`src/rtl/trpd_pkg.sv`:
```
`timescale 1ns / 1ps
`default_nettype none
// ----------------------------------------------------------------------------
// trpd_pkg
// Shared widths, register indexes and constants of the TGA RLE packet decoder.
// ----------------------------------------------------------------------------
package trpd_pkg;

    localparam int MAX_PIXELS_LOG2 = 24;

    localparam int BYTE_W          = 8;
    localparam int PIXEL_BYTES_W   = 3;
    localparam int IMAGE_PIXELS_W  = 25;
    localparam int PIXEL_VALUE_W   = 32;
    localparam int REPEAT_W        = 8;
    localparam int START_INDEX_W   = 24;
    localparam int BYTE_POS_W      = 2;
    localparam int MAX_PIXEL_BYTES = 4;

    localparam int M_TDATA_W = PIXEL_VALUE_W + REPEAT_W + START_INDEX_W;

    localparam int CFG_INDEX_W = 2;
    localparam int CFG_DATA_W  = IMAGE_PIXELS_W;

    localparam int DONE_W  = MAX_PIXELS_LOG2;
    localparam int LIMIT_W = (IMAGE_PIXELS_W > MAX_PIXELS_LOG2 + 1) ?
                             IMAGE_PIXELS_W : MAX_PIXELS_LOG2 + 1;

    localparam logic [CFG_INDEX_W-1:0] REG_PIXEL_BYTES  = 2'd0;
    localparam logic [CFG_INDEX_W-1:0] REG_IMAGE_PIXELS = 2'd1;

    localparam logic [PIXEL_BYTES_W-1:0]  PIXEL_BYTES_RESET  = 3'd4;
    localparam logic [IMAGE_PIXELS_W-1:0] IMAGE_PIXELS_RESET = 25'd1;

    localparam logic [BYTE_W-1:0] RUN_BIAS = 8'd127;

endpackage : trpd_pkg
`default_nettype wire

```
`src/rtl/tga_rle_packet_decoder_core.sv`:
```
`timescale 1ns / 1ps
`default_nettype none
// ----------------------------------------------------------------------------
// tga_rle_packet_decoder_core
// Decodes a run-length coded TGA pixel stream into run tokens.
// ----------------------------------------------------------------------------
// Usage:
//   s_ channel: one compressed byte per item (packet header or pixel byte).
//   m_ channel: one run token per finished pixel: value, repeat count and
//   start index in tdata, image end in tlast, overflow in tuser.
//   cfg port: write pixel_bytes (index 0) and image_pixels (index 1) while
//   the block is idle; writes to other indexes are ignored.
// Output: the token of a pixel is registered and valid in the cycle after its
//   last byte is accepted. Headers and non-final pixel bytes give no token.
// Throughput: one byte per cycle while no token is held back by m_tready; the whole
//   per-byte decode is one pass of logic into the state and the output register.
// Reset: aresetn (synchronous, active low) clears the decoder state, drops a
//   pending token and sets pixel_bytes to 4 and image_pixels to 1.
// Stall: the output register holds its token while m_tready is low; s_tready
//   drops until that token is taken, so no byte is accepted meanwhile.
// ----------------------------------------------------------------------------
module tga_rle_packet_decoder_core (
    input  wire                                   aclk,
    input  wire                                   aresetn,

    input  wire                                   cfg_wr_en,
    input  wire [trpd_pkg::CFG_INDEX_W-1:0]       cfg_index,
    input  wire [trpd_pkg::CFG_DATA_W-1:0]        cfg_wdata,

    input  wire                                   s_tvalid,
    output logic                                  s_tready,
    input  wire [trpd_pkg::BYTE_W-1:0]            s_tdata,   // data_byte

    output logic                                  m_tvalid,
    input  wire                                   m_tready,
    // pixel_value [31:0], repeat_count [39:32], start_index [63:40]
    output logic [trpd_pkg::M_TDATA_W-1:0]        m_tdata,
    output logic                                  m_tlast,   // image_end
    output logic                                  m_tuser    // overflow
);

    typedef enum logic {
        PH_HEADER,
        PH_PIXEL
    } phase_t;

    phase_t                                      phase_reg;
    logic [trpd_pkg::REPEAT_W-1:0]               packet_left_reg;
    logic                                        run_packet_reg;
    logic [trpd_pkg::BYTE_POS_W-1:0]             byte_position_reg;
    logic [trpd_pkg::PIXEL_VALUE_W-1:0]          pixel_gather_reg;
    logic [trpd_pkg::DONE_W-1:0]                 pixels_done_reg;
    logic [trpd_pkg::PIXEL_BYTES_W-1:0]          pixel_bytes_reg;
    logic [trpd_pkg::IMAGE_PIXELS_W-1:0]         image_pixels_reg;

    logic                                        m_tvalid_reg;
    logic [trpd_pkg::PIXEL_VALUE_W-1:0]          pixel_value_reg;
    logic [trpd_pkg::REPEAT_W-1:0]               repeat_count_reg;
    logic [trpd_pkg::START_INDEX_W-1:0]          start_index_reg;
    logic                                        image_end_reg;
    logic                                        overflow_reg;

    logic                                        s_accept;
    logic [trpd_pkg::PIXEL_BYTES_W-1:0]          eff_pixel_bytes;
    logic [trpd_pkg::LIMIT_W-1:0]                pixels_ext;
    logic [trpd_pkg::LIMIT_W-1:0]                limit;
    logic [trpd_pkg::LIMIT_W-1:0]                done_ext;
    logic [trpd_pkg::LIMIT_W-1:0]                rem;
    logic [trpd_pkg::REPEAT_W-1:0]               want;
    logic [trpd_pkg::LIMIT_W-1:0]                want_ext;
    logic                                        clip;
    logic [trpd_pkg::REPEAT_W-1:0]               count;
    logic                                        ovf;
    logic                                        pixel_complete;
    logic [trpd_pkg::PIXEL_VALUE_W-1:0]          pixel_gather_next;
    logic [trpd_pkg::DONE_W-1:0]                 pixels_done_next;
    logic [trpd_pkg::REPEAT_W-1:0]               packet_left_next;

    assign s_tready = !m_tvalid_reg || m_tready;
    assign s_accept = s_tvalid && s_tready;

    assign m_tvalid = m_tvalid_reg;
    assign m_tdata  = {start_index_reg, repeat_count_reg, pixel_value_reg};
    assign m_tlast  = image_end_reg;
    assign m_tuser  = overflow_reg;

    always_comb begin
        if (pixel_bytes_reg == '0) begin
            eff_pixel_bytes = trpd_pkg::PIXEL_BYTES_W'(1);
        end else if (pixel_bytes_reg > trpd_pkg::PIXEL_BYTES_W'(trpd_pkg::MAX_PIXEL_BYTES)) begin
            eff_pixel_bytes = trpd_pkg::PIXEL_BYTES_W'(trpd_pkg::MAX_PIXEL_BYTES);
        end else begin
            eff_pixel_bytes = pixel_bytes_reg;
        end

        pixels_ext = trpd_pkg::LIMIT_W'(image_pixels_reg);
        if (pixels_ext == '0) begin
            limit = trpd_pkg::LIMIT_W'(1);
        end else if (pixels_ext > (trpd_pkg::LIMIT_W'(1) << trpd_pkg::MAX_PIXELS_LOG2)) begin
            limit = trpd_pkg::LIMIT_W'(1) << trpd_pkg::MAX_PIXELS_LOG2;
        end else begin
            limit = pixels_ext;
        end

        done_ext = trpd_pkg::LIMIT_W'(pixels_done_reg);
        rem      = (limit > done_ext) ? (limit - done_ext) : trpd_pkg::LIMIT_W'(1);
        want     = run_packet_reg ? packet_left_reg : trpd_pkg::REPEAT_W'(1);
        want_ext = trpd_pkg::LIMIT_W'(want);
        clip     = (want_ext >= rem);
        count    = clip ? rem[trpd_pkg::REPEAT_W-1:0] : want;
        ovf      = clip && ((want_ext > rem) ||
                            (!run_packet_reg && (packet_left_reg > trpd_pkg::REPEAT_W'(1))));

        pixel_gather_next = pixel_gather_reg |
            (trpd_pkg::PIXEL_VALUE_W'(s_tdata) << {byte_position_reg, 3'b000});
        pixel_complete = ((trpd_pkg::PIXEL_BYTES_W'(byte_position_reg) +
                           trpd_pkg::PIXEL_BYTES_W'(1)) >= eff_pixel_bytes);

        pixels_done_next = trpd_pkg::DONE_W'(done_ext + trpd_pkg::LIMIT_W'(count));
        packet_left_next = packet_left_reg - trpd_pkg::REPEAT_W'(1);
    end

    always_ff @(posedge aclk) begin
        if (!aresetn) begin
            phase_reg         <= PH_HEADER;
            packet_left_reg   <= '0;
            run_packet_reg    <= 1'b0;
            byte_position_reg <= '0;
            pixel_gather_reg  <= '0;
            pixels_done_reg   <= '0;
            pixel_bytes_reg   <= trpd_pkg::PIXEL_BYTES_RESET;
            image_pixels_reg  <= trpd_pkg::IMAGE_PIXELS_RESET;
            m_tvalid_reg      <= 1'b0;
        end else begin
            if (cfg_wr_en) begin
                unique case (cfg_index)
                    trpd_pkg::REG_PIXEL_BYTES: begin
                        pixel_bytes_reg <= cfg_wdata[trpd_pkg::PIXEL_BYTES_W-1:0];
                    end
                    trpd_pkg::REG_IMAGE_PIXELS: begin
                        image_pixels_reg <= cfg_wdata[trpd_pkg::IMAGE_PIXELS_W-1:0];
                    end
                    default: begin
                    end
                endcase
            end

            if (m_tvalid_reg && m_tready) begin
                m_tvalid_reg <= 1'b0;
            end

            if (s_accept) begin
                unique case (phase_reg)
                    PH_HEADER: begin
                        run_packet_reg    <= s_tdata[trpd_pkg::BYTE_W-1];
                        packet_left_reg   <= s_tdata[trpd_pkg::BYTE_W-1] ?
                                             (s_tdata - trpd_pkg::RUN_BIAS) :
                                             (s_tdata + trpd_pkg::BYTE_W'(1));
                        byte_position_reg <= '0;
                        pixel_gather_reg  <= '0;
                        phase_reg         <= PH_PIXEL;
                    end
                    PH_PIXEL: begin
                        if (!pixel_complete) begin
                            pixel_gather_reg  <= pixel_gather_next;
                            byte_position_reg <= byte_position_reg + trpd_pkg::BYTE_POS_W'(1);
                        end else begin
                            m_tvalid_reg      <= 1'b1;
                            pixel_value_reg   <= pixel_gather_next;
                            repeat_count_reg  <= count;
                            start_index_reg   <= trpd_pkg::START_INDEX_W'(pixels_done_reg);
                            image_end_reg     <= clip;
                            overflow_reg      <= ovf;
                            byte_position_reg <= '0;
                            pixel_gather_reg  <= '0;
                            if (clip) begin
                                pixels_done_reg <= '0;
                                packet_left_reg <= '0;
                                phase_reg       <= PH_HEADER;
                            end else begin
                                pixels_done_reg <= pixels_done_next;
                                if (run_packet_reg) begin
                                    packet_left_reg <= '0;
                                    phase_reg       <= PH_HEADER;
                                end else begin
                                    packet_left_reg <= packet_left_next;
                                    if (packet_left_next == '0) begin
                                        phase_reg <= PH_HEADER;
                                    end
                                end
                            end
                        end
                    end
                    default: begin
                        phase_reg <= PH_HEADER;
                    end
                endcase
            end
        end
    end

    a_ovf_ends_image: assert property (@(posedge aclk) disable iff (!aresetn)
        m_tvalid && m_tuser |-> m_tlast)
        else $error("overflow token without image end");

    a_count_nonzero: assert property (@(posedge aclk) disable iff (!aresetn)
        m_tvalid |-> (m_tdata[trpd_pkg::PIXEL_VALUE_W +: trpd_pkg::REPEAT_W] != '0))
        else $error("token with zero repeat count");

    a_phase_left: assert property (@(posedge aclk) disable iff (!aresetn)
        (phase_reg == PH_HEADER) == (packet_left_reg == '0))
        else $error("packet count out of step with phase");

    a_header_pos: assert property (@(posedge aclk) disable iff (!aresetn)
        (phase_reg == PH_HEADER) |-> (byte_position_reg == '0))
        else $error("byte position nonzero while awaiting header");

endmodule : tga_rle_packet_decoder_core
`default_nettype wire

```
`config.mk`:
```
export PLATFORM = sky130hd
export DESIGN_NAME = tga_rle_packet_decoder_core
export DESIGN_NICKNAME = d
export VERILOG_FILES = /design/src/rtl/trpd_pkg.sv /design/src/rtl/tga_rle_packet_decoder_core.sv
export SDC_FILE = /design/constraint.sdc
export NUM_CORES = 1
export LEC_CHECK = 0
export BUFFER_PORTS_ARGS = -buffer_cell sky130_fd_sc_hd__buf_2
export CELL_PAD_IN_SITES_DETAIL_PLACEMENT = 1
export CELL_PAD_IN_SITES_GLOBAL_PLACEMENT = 2
export CORE_MARGIN = 2
export CORE_UTILIZATION = 28
export CTS_CLUSTER_DIAMETER = 30
export CTS_CLUSTER_SIZE = 28
export DETAILED_ROUTE_END_ITERATION = 8
export PLACE_DENSITY = 0.62
export SYNTH_ARGS = -nofsm -noshare
export SYNTH_HDL_FRONTEND = slang
export SYNTH_SLANG_ARGS = --single-unit
```
`constraint.sdc`:
```
create_clock -name aclk -period 10.4 [get_ports aclk]
set_clock_uncertainty 0.15 [all_clocks]
set_input_delay 1.04 -clock aclk [delete_from_list [all_inputs] [get_ports aclk]]
set_output_delay 1.04 -clock aclk [all_outputs]
set_load 0.1 [all_outputs]
```
## Word-level counts from Yosys, hierarchy flattened

Index checks and enable logic that the tools add are counted.

| storage, ports and cells | value |
|---|---|
| logic and storage cells | 77 |
| bits of input ports | 40 |
| bits in registers | 163 |
| output and inout port bits | 68 |

| cells by class | value |
|---|---|
| add/sub/neg operators | 7 |
| eq/ne operators | 2 |
| bitwise gates (word level) | 2 |
| shifts and indexed selects | 1 |
| mux-type cells | 26 |
| order comparisons | 7 |
| reduce and logical (&&, ||, !) cells | 18 |

Operators with widths:

| kind | number |
|---|---|
| $mux W25 | 3 |
| $pmux W32 S2 | 1 |
| $mux W8 | 6 |
| $mux W32 | 1 |
| $or A32 B32 Y32 | 1 |
| $shl A8 B5 Y32 | 1 |
| $ge A8 B25 Y1 | 1 |
| $gt A25 B24 Y1 | 1 |
| $gt A25 B25 Y1 const B | 1 |
| $gt A8 B25 Y1 | 1 |
| $logic_not A25 Y1 | 1 |
| $sub A25 B24 Y25 | 1 |
| $add A24 B8 Y24 | 1 |
| $mux W24 | 1 |
| $pmux W8 S2 | 1 |
| $add A8 B1 Y8 const B | 1 |
| $gt A8 B1 Y1 const B | 1 |
| $logic_not A8 Y1 | 1 |
| $mux W1 | 8 |
| $reduce_and A2 Y1 | 4 |
| $sub A8 B1 Y8 const B | 1 |
| $sub A8 B7 Y8 const B | 1 |
| $mux W3 | 2 |
| $logic_and A1 B1 Y1 | 4 |
| other kinds (16) | 18 |

## Logic depth before layout (Yosys ltp)

Gate-level depths: netlist of the first run.

| logic depth | value |
|---|---|
| depth in word-level cells | 9 |
| gate-level depth with buffers | 41 |

## Worst setup path after synthesis of the first run

No wires, ideal clock.

| timing | value |
|---|---|
| path kind | reg-to-reg |
| from | register image_pixels_reg[0] in the netlist's numbering |
| to | register pixels_done_reg[18] in the netlist's numbering |
| arrival time | 7740 ps |
| required time | 10135 ps |
| cell stages (with the launch flop) | 41 |
| slack | 2396 ps |
| period minus slack after synthesis | 8004 ps |
| cells stage by stage | dfxtp_1 nor4_1 nand4_1 o21ai_0 clkbuf_1 and2_1 ha_1 clkbuf_1 nand2_1 nor3_1 a221oi_1 a21oi_1 o21bai_1 a21oi_1 o31a_1 clkbuf_1 buf_1 nand2_1 [... 5 more ...] o21ai_0 a21oi_1 a2111oi_0 a21oi_4 buf_6 buf_6 a31oi_1 ha_1 inv_1 fa_1 o21ai_0 a31o_2 a21o_1 a21o_1 nand3_1 or3_1 xnor2_1 nor2_1 |

| between the ends | value |
|---|---|
| word-level cells in the longest chain between the ends | 9 |
| elaborated cells between the ends (all ways) | 11 |
| classes of those cells | 2 x add/sub; 3 x order compare; 5 x mux; 1 x reduce/logical |

Ends and longest elaborated chain:

| element | line | RTL |
|---|---|---|
| start, declared | tga_rle_packet_decoder_core.sv:54 | `logic [trpd_pkg::IMAGE_PIXELS_W-1:0] image_pixels_reg;` |
| start signal, assigned | tga_rle_packet_decoder_core.sv:132 | `image_pixels_reg <= trpd_pkg::IMAGE_PIXELS_RESET;` |
| start signal, assigned | tga_rle_packet_decoder_core.sv:141 | `image_pixels_reg <= cfg_wdata[trpd_pkg::IMAGE_PIXELS_W-1:0];` |
| $gt A25 B25 Y1 | tga_rle_packet_decoder_core.sv:99 | `end else if (pixels_ext > (trpd_pkg::LIMIT_W'(1) << trpd_pkg::MAX_PIXELS_LOG2)) begin` |
| $mux W25 | tga_rle_packet_decoder_core.sv:99 |  |
| $mux W25 * | tga_rle_packet_decoder_core.sv:97 | `if (pixels_ext == '0) begin` |
| $sub A25 B24 Y25 / $gt A25 B24 Y1 (equally long branches) | tga_rle_packet_decoder_core.sv:106 | `rem = (limit > done_ext) ? (limit - done_ext) : trpd_pkg::LIMIT_W'(1);` |
| $mux W25 * | tga_rle_packet_decoder_core.sv:106 |  |
| $ge A8 B25 Y1 * | tga_rle_packet_decoder_core.sv:109 | `clip = (want_ext >= rem);` |
| net clip | tga_rle_packet_decoder_core.sv:71 | `logic clip;` |
| $mux W8 * | tga_rle_packet_decoder_core.sv:110 | `count = clip ? rem[trpd_pkg::REPEAT_W-1:0] : want;` |
| net count, one bit | tga_rle_packet_decoder_core.sv:72 | `logic [trpd_pkg::REPEAT_W-1:0] count;` |
| $add A24 B8 Y24 * | tga_rle_packet_decoder_core.sv:119 | `pixels_done_next = trpd_pkg::DONE_W'(done_ext + trpd_pkg::LIMIT_W'(count));` |
| $mux W24 * | tga_rle_packet_decoder_core.sv:176 | `if (clip) begin` |
| end signal, assigned | tga_rle_packet_decoder_core.sv:181 | `pixels_done_reg <= pixels_done_next;` |
| end, declared | tga_rle_packet_decoder_core.sv:52 | `logic [trpd_pkg::DONE_W-1:0] pixels_done_reg;` |

Mark *: on every way through the listed nets, which the timed path passes. The rest lies on a longest branch.
A chain may end at the register's enable or synchronous reset.

## Worst setup path in the final report of the first run

| timing | value |
|---|---|
| from | register image_pixels_reg[21] in the netlist's numbering |
| to | register pixels_done_reg[22] in the netlist's numbering |

| between the ends | value |
|---|---|
| word-level cells in the longest chain between the ends | 9 |
| elaborated cells between the ends (all ways) | 11 |
| classes of those cells | 2 x add/sub; 3 x order compare; 5 x mux; 1 x reduce/logical |

Ends and longest elaborated chain:

| element | line |
|---|---|
| $gt A25 B25 Y1 | tga_rle_packet_decoder_core.sv:99 |
| $mux W25 | tga_rle_packet_decoder_core.sv:99 |
| $mux W25 * | tga_rle_packet_decoder_core.sv:97 |
| $sub A25 B24 Y25 / $gt A25 B24 Y1 (equally long branches) | tga_rle_packet_decoder_core.sv:106 |
| $mux W25 * | tga_rle_packet_decoder_core.sv:106 |
| $ge A8 B25 Y1 | tga_rle_packet_decoder_core.sv:109 |
| $mux W8 * | tga_rle_packet_decoder_core.sv:110 |
| net count, one bit | tga_rle_packet_decoder_core.sv:72 |
| $add A24 B8 Y24 * | tga_rle_packet_decoder_core.sv:119 |
| $mux W24 * | tga_rle_packet_decoder_core.sv:176 |

Marked as above.

==> results of run 1 <==
path summary, 6_finish.rpt:
check	start	to	cells past startpoint
hold reg to reg	pixels_done_reg[22]	start_index_reg[22]	0
hold / removal	pixels_done_reg[22]	start_index_reg[22]	0
setup reg to reg	image_pixels_reg[21]	pixels_done_reg[22]	36
setup / recovery	image_pixels_reg[21]	pixels_done_reg[22]	36
per-stage QoR:
step | setup slack (ns) | cell area (sq um) | power [mW]
after floorplan | 2.40 | 8840 | 0.918
after global placement | 1.81 | 9720 | 0.988
after detailed placement | 1.67 | 9720 | 0.987
after CTS | 1.60 | 10300 | 1.66
after global routing | 0.651 | 10300 | 1.71
final | 1.73 | 10300 | 1.63
power groups by stage:
stage          combinational [mW]  clock (mW)  sequential (mW)
4_1_cts                     0.283       0.682            0.690
6_report                    0.283       0.662            0.690
2_1_floorplan               0.213           0            0.705
3_3_place_gp                0.284           0            0.704
3_5_place_dp                0.282           0            0.705
5_1_grt                     0.315       0.705            0.692
layout make-up:
class	count	area, sq um
clock inverters	15	184
flip-flops and latches	163	3920
multi-input cells	714	4540
fillers	3699	21000
clock buffers	17	425
well taps	402	503
repair buffers	113	581
inverters	47	176
metal layers:
metal	vias to the layer above	global-route usage	part of all wire
met2	139	0.244	0.42
met5	-	0	0.0014
met1	3513	0.237	0.52
li1	3623	-	-
met4	6	0.0446	0.011
met3	28	0.0369	0.047
kinds of logic after synthesis:
group                    Yosys count
AO/OA/AOI/OAI                    254
XOR/XNOR                          40
buffers and inverters             96
adder cells (fa/ha/maj)           53
multiplexers                       7
AND/OR/NAND/NOR                  360
flip-flops                       163
cell usage after synthesis (8+ instances only):
cell / count
or3_1: 10
nor3_1: 17
o21ai_0: 67
xor2_1: 10
nand4_1: 14
clkbuf_1: 44
nor2b_1: 23
and2_1: 27
nand3_1: 21
dfxtp_1: 97
nand2_1: 124
a21oi_1: 42
a21o_1: 43
a21boi_0: 27
inv_1: 47
o21a_1: 8
nand2b_1: 10
nor2_1: 79
nor4_1: 11
edfxtp_1: 66
ha_1: 51
xnor2_1: 30
==> summary.md, run 1 <==
| Metric | Value |
|---|---|
| Outcome | `finished clean` |
| Core Util, Final | `0.330` |
| Synth Flop Type | `dfxtp_1` |
| Req. time, crit path | `10.56 ns` |
| Vias per inst | `4.97` |
| Synth area leaders | `edfxtp_1, dfxtp_1, ha_1` |
| Placer Congestion | `0.859` |
| Setup Fix Bufs, Post-CTS | `0` |
| Sw Share | `0.313` |
| Max Cap Viol | `0` |
| GRT Total Usage | `0.164` |
| Simple-gate share of the synthesized area | `0.196` |
| Clock buffer depth | `2` |
| # port buffers | `107` |
| Seq pwr share | `0.422` |
| CTS Sinks | `163` |
| Reg-to-reg slack, setup | `1.73 ns` |
| Post-Layout Cell Count | `1,471` |
| Relative slew slack | `0.316` |
| Lkg Pwr | `4.38 nW` |
| Post-cts hold buffer count | `0` |
| Residual DRC count | `0` |
| Kind of critical path | `flip-flop to flip-flop` |
| Clock latency on the worst-skew pair | `0.44 ns` |
| Nets@finish | `1,149` |
| WL final | `26,800 microns` |
| Synth Area in Adders | `0.0767` |
| Die Wd | `182 microns` |
| N_diodes | `0` |
| Initial antenna violation count | `3` |
| Clock root buffer | `clkbuf_16` |
| CTS buffer count | `17` |
| Post-DRT Antenna Nets | `0` |
| Slew Limit Fails | `0` |
| Crit end category | `flip-flop` |
| CTS tree | `yes` |
| Post-DR wirelength/cell | `18.2 microns` |
| Seq/Total Area, Yosys | `0.444` |
| F_max | `115 MHz` |
| First-pass GRT wire length | `42,100 microns` |
| Sw Pwr | `0.511 mW` |
| Commonest cells after routing, fill and taps aside | `nand2_1, buf_2, dfxtp_1, nor2_1, o21ai_0` |
| Synth unique cells | `70` |
| Syn nets | `1,066` |
| Crit-path slowest cell | `a2111oi_0` |
| Class of the worst hold path | `flip-flop to flip-flop` |
| Synthesized flop and latch total | `163` |
| Rows | `65` |
| Comb pwr share | `0.173` |
| Post_cts resized | `0` |
| Ports | `108` |
| Leading area contributor after synthesis | `edfxtp_1` |
| Setup_tns | `0 ns` |
| Worst EP arrival | `8.83 ns` |
| Vias | `7,309` |
| Syn avg cell area | `9.09 sq um` |
| Grt total ovfl | `0` |
| Iter 0 DRT Violations | `439` |
| Placed Instances | `1,439` |
| First-pass DRT Iterations | `4` |
| Largest net degree at the start of global routing | `55` |
| Reg clk slew, reported paths | `0.08 ns` |
| PD cells | `158 mW/mm^2` |
| Synth Area in Compound Gates | `0.192` |
| Internal power | `1.12 mW` |
| Async SR Flop Fraction | `0` |
| Type of origin of the critical path | `flip-flop` |
| WHS | `0.291 ns` |
| Final Critical Period | `8.67 ns` |
| Most common cell after layout, fill and taps aside | `nand2_1` |
| Critical path's largest stage delay | `0.68 ns` |
| Post-synthesis mux area share | `0.00821` |
| Initial Util | `0.282` |
| Top cell type's share of synthesized area | `0.224` |
| Cell Area, Synth | `0.00884 sq mm` |
| Clock power frac | `0.405` |
| RSZ-0062 raised after global routing | `false` |
| Final setup violation count | `0` |
| Crit Path Max Fanout | `36` |
| Main combinational cell family by area after synthesis | `simple AND/OR/NAND/NOR gates` |
| WP buf/inv | `2` |
| DIE AREA | `0.0330 sq mm` |
| Vias in the first global route | `7,420` |
| Share of cells above drive strength 1 | `0.151` |
| Post-DP HPWL | `19,800 microns` |
| Final Cycle Share | `0.834` |
| Synth Area in XOR/XNOR | `0.0396` |
| Placeable Area | `0.0313 sq mm` |
| Layout area overhead | `16.8%` |
| CTS HTree Levels | `4` |
| Peak supply drop | `102 uV` |
| Warnings from Yosys | `0` |
| Die height | `182 microns` |
| Worst-margin pin slew | `1.02 ns` |
| Mapped Cells | `973` |
| Post-synth EDFFs | `66` |
| Final Hold Vio Count | `0` |
| Top delay family on crit path | `compound AO/OA/AOI/OAI gates` |
No activity file was read; power rests on OpenSTA's default activity.
==> inputs of run 2 (changes only) <==
Clock period 10.4 ns to 8.3 ns, I/O delays scaled along.
==> run 2 against run 1 <==
Utilization is 0.18 points higher. Cell area grew 0.55%. Non-clock buffer count up 5. Via count shrank 0.86%. Critical path type unchanged. Largest cell class unchanged.
==> summary.md, run 2 (synthesis gave the netlist of run 1 again) <==
| Metric | Value |
|---|---|
| PD cells | `197 mW/mm^2` |
| Die Wd | `182 microns` |
| Vias per inst | `4.91` |
| Worst Hold Depth | `0` |
| Critical path's largest stage delay | `0.55 ns` |
| Clock buffer depth | `2` |
| Placeable Area | `0.0313 sq mm` |
| Slew Limit Fails | `0` |
| Grt total ovfl | `0` |
| WP buf/inv | `4` |
| Tot Pwr | `2.04 mW` |
| Peak supply drop | `115 uV` |
| Layout area overhead | `17.4%` |
| CTS HTree Levels | `4` |
| Lkg Pwr | `4.41 nW` |
| Max Cap Viol | `0` |
| Crit Path Max Fanout | `16` |
| Largest net degree at the start of global routing | `67` |
| N_diodes | `0` |
| Post-Layout Cell Count | `1,476` |
| CTS Sinks | `163` |
| Worst path depth | `38` |
| Post-DR wirelength/cell | `18.1 microns` |
| Outcome | `finished clean` |
| Die height | `182 microns` |
| Area after DPL | `0.00976 sq mm` |
| Placer Congestion | `0.881` |
| Final Cell Area | `0.0104 sq mm` |
| Rows | `65` |
| Post-DRT Antenna Nets | `0` |
| First-pass DRT Iterations | `4` |
| Type of origin of the critical path | `flip-flop` |
| First-pass GRT wire length | `41,800 microns` |
| # port buffers | `107` |
| Worst Reg-to-Reg Cells | `38` |
| Final setup violation count | `0` |
| Final Critical Period | `7.71 ns` |
| Ports | `108` |
| Worst EP arrival | `7.88 ns` |
| Most common cell after layout, fill and taps aside | `nand2_1` |
| Class of the worst hold path | `flip-flop to flip-flop` |
| Commonest cells after routing, fill and taps aside | `nand2_1, buf_2, dfxtp_1, nor2_1, edfxtp_1` |
| Share of cells above drive strength 1 | `0.162` |
| CTS buffer count | `17` |
| Post-DP HPWL | `20,100 microns` |
| Relative slew slack | `0.306` |
| Reg clk slew, reported paths | `0.07 ns` |
| GRT Total Usage | `0.164` |
| Initial antenna violation count | `2` |
| Initial Util | `0.282` |
| Final Hold Vio Count | `0` |
| WL final | `26,800 microns` |
| Iter 0 DRT Violations | `313` |
| DIE AREA | `0.0330 sq mm` |
| RSZ-0062 raised after global routing | `true` |
| Residual DRC count | `0` |
| Clock latency on the worst-skew pair | `0.44 ns` |
| F_max | `130 MHz` |
| Final Cycle Share | `0.929` |
| Vias in the first global route | `7,261` |
| Top delay family on crit path | `compound AO/OA/AOI/OAI gates` |
| Kind of critical path | `flip-flop to flip-flop` |
| Crit end category | `flip-flop` |
| Worst-margin pin slew | `1.04 ns` |
| Clock root buffer | `clkbuf_16` |
| Nets@finish | `1,154` |
| Req. time, crit path | `8.46 ns` |
| CTS tree | `yes` |
| Setup Fix Bufs, Post-CTS | `0` |
| Vias | `7,246` |
| Placed Instances | `1,444` |
| Crit-path slowest cell | `or3b_2` |
run 2: what timing repair did:
item                                    CTS  global route
hold buffers                              0             0
endpoints found under the setup margin    0            16
gates resized for setup                   0            11
run 2: worst paths after layout:
path,start,slack [ns],endpoint
worst max-delay path,image_pixels_reg[12],0.59,pixels_done_reg[19]
worst min-delay path,pixels_done_reg[18],0.29,start_index_reg[18]
worst max register to register,image_pixels_reg[12],0.59,pixels_done_reg[19]
worst min register to register,pixels_done_reg[18],0.29,start_index_reg[18]
run 2: worst register-to-register path: cells and delay by family (launching register included):
family / cells / cell delay [ns]
and+or+nand+nor: 9 / 1.92
xor gates and xnor gates: 1 / 0.15
AOI/OAI and AO/OA: 21 / 3.54
adders and majority gates: 3 / 0.69
buffers and inverters: 4 / 0.79
DFF: 1 / 0.35
run 2: final cells by class:
type / count / area (sq um)
repair buffers: 118 / 618
flip-flops and latches: 163 / 3920
clock inverters: 15 / 159
multi-input cells: 714 / 4580
well taps: 402 / 503
clock buffers: 17 / 425
inverters: 47 / 176
fillers: 3634 / 20900
run 2: report_power, final:
group	internal, mW	total, mW	switching, mW
Clock	0.404	0.801	0.397
Combinational	0.143	0.375	0.232
Sequential	0.846	0.864	0.0177
run 2: per-stage QoR:
step           setup TNS (ns)  setup slack (ns)  utilization  hold slack (ns)
6_report                    0             0.588        0.332            0.291
5_1_grt              -0.00442          -0.00442        0.332            0.305
4_1_cts                     0             0.307        0.330            0.292
3_5_place_dp                0             0.347        0.312            0.278
3_3_place_gp                0             0.490        0.312            0.270
2_1_floorplan               0             0.296            -            0.258
run 2: metal layers:
| layer | GRT usage | wire [microns] | up-vias |
|---|---|---|---|
| met4 | 0.0410 | 279 | 4 |
| met2 | 0.241 | 11300 | 136 |
| met3 | 0.0351 | 1260 | 25 |
| li1 | - | - | 3632 |
| met5 | 0 | 29 | - |
| met1 | 0.243 | 13900 | 3449 |
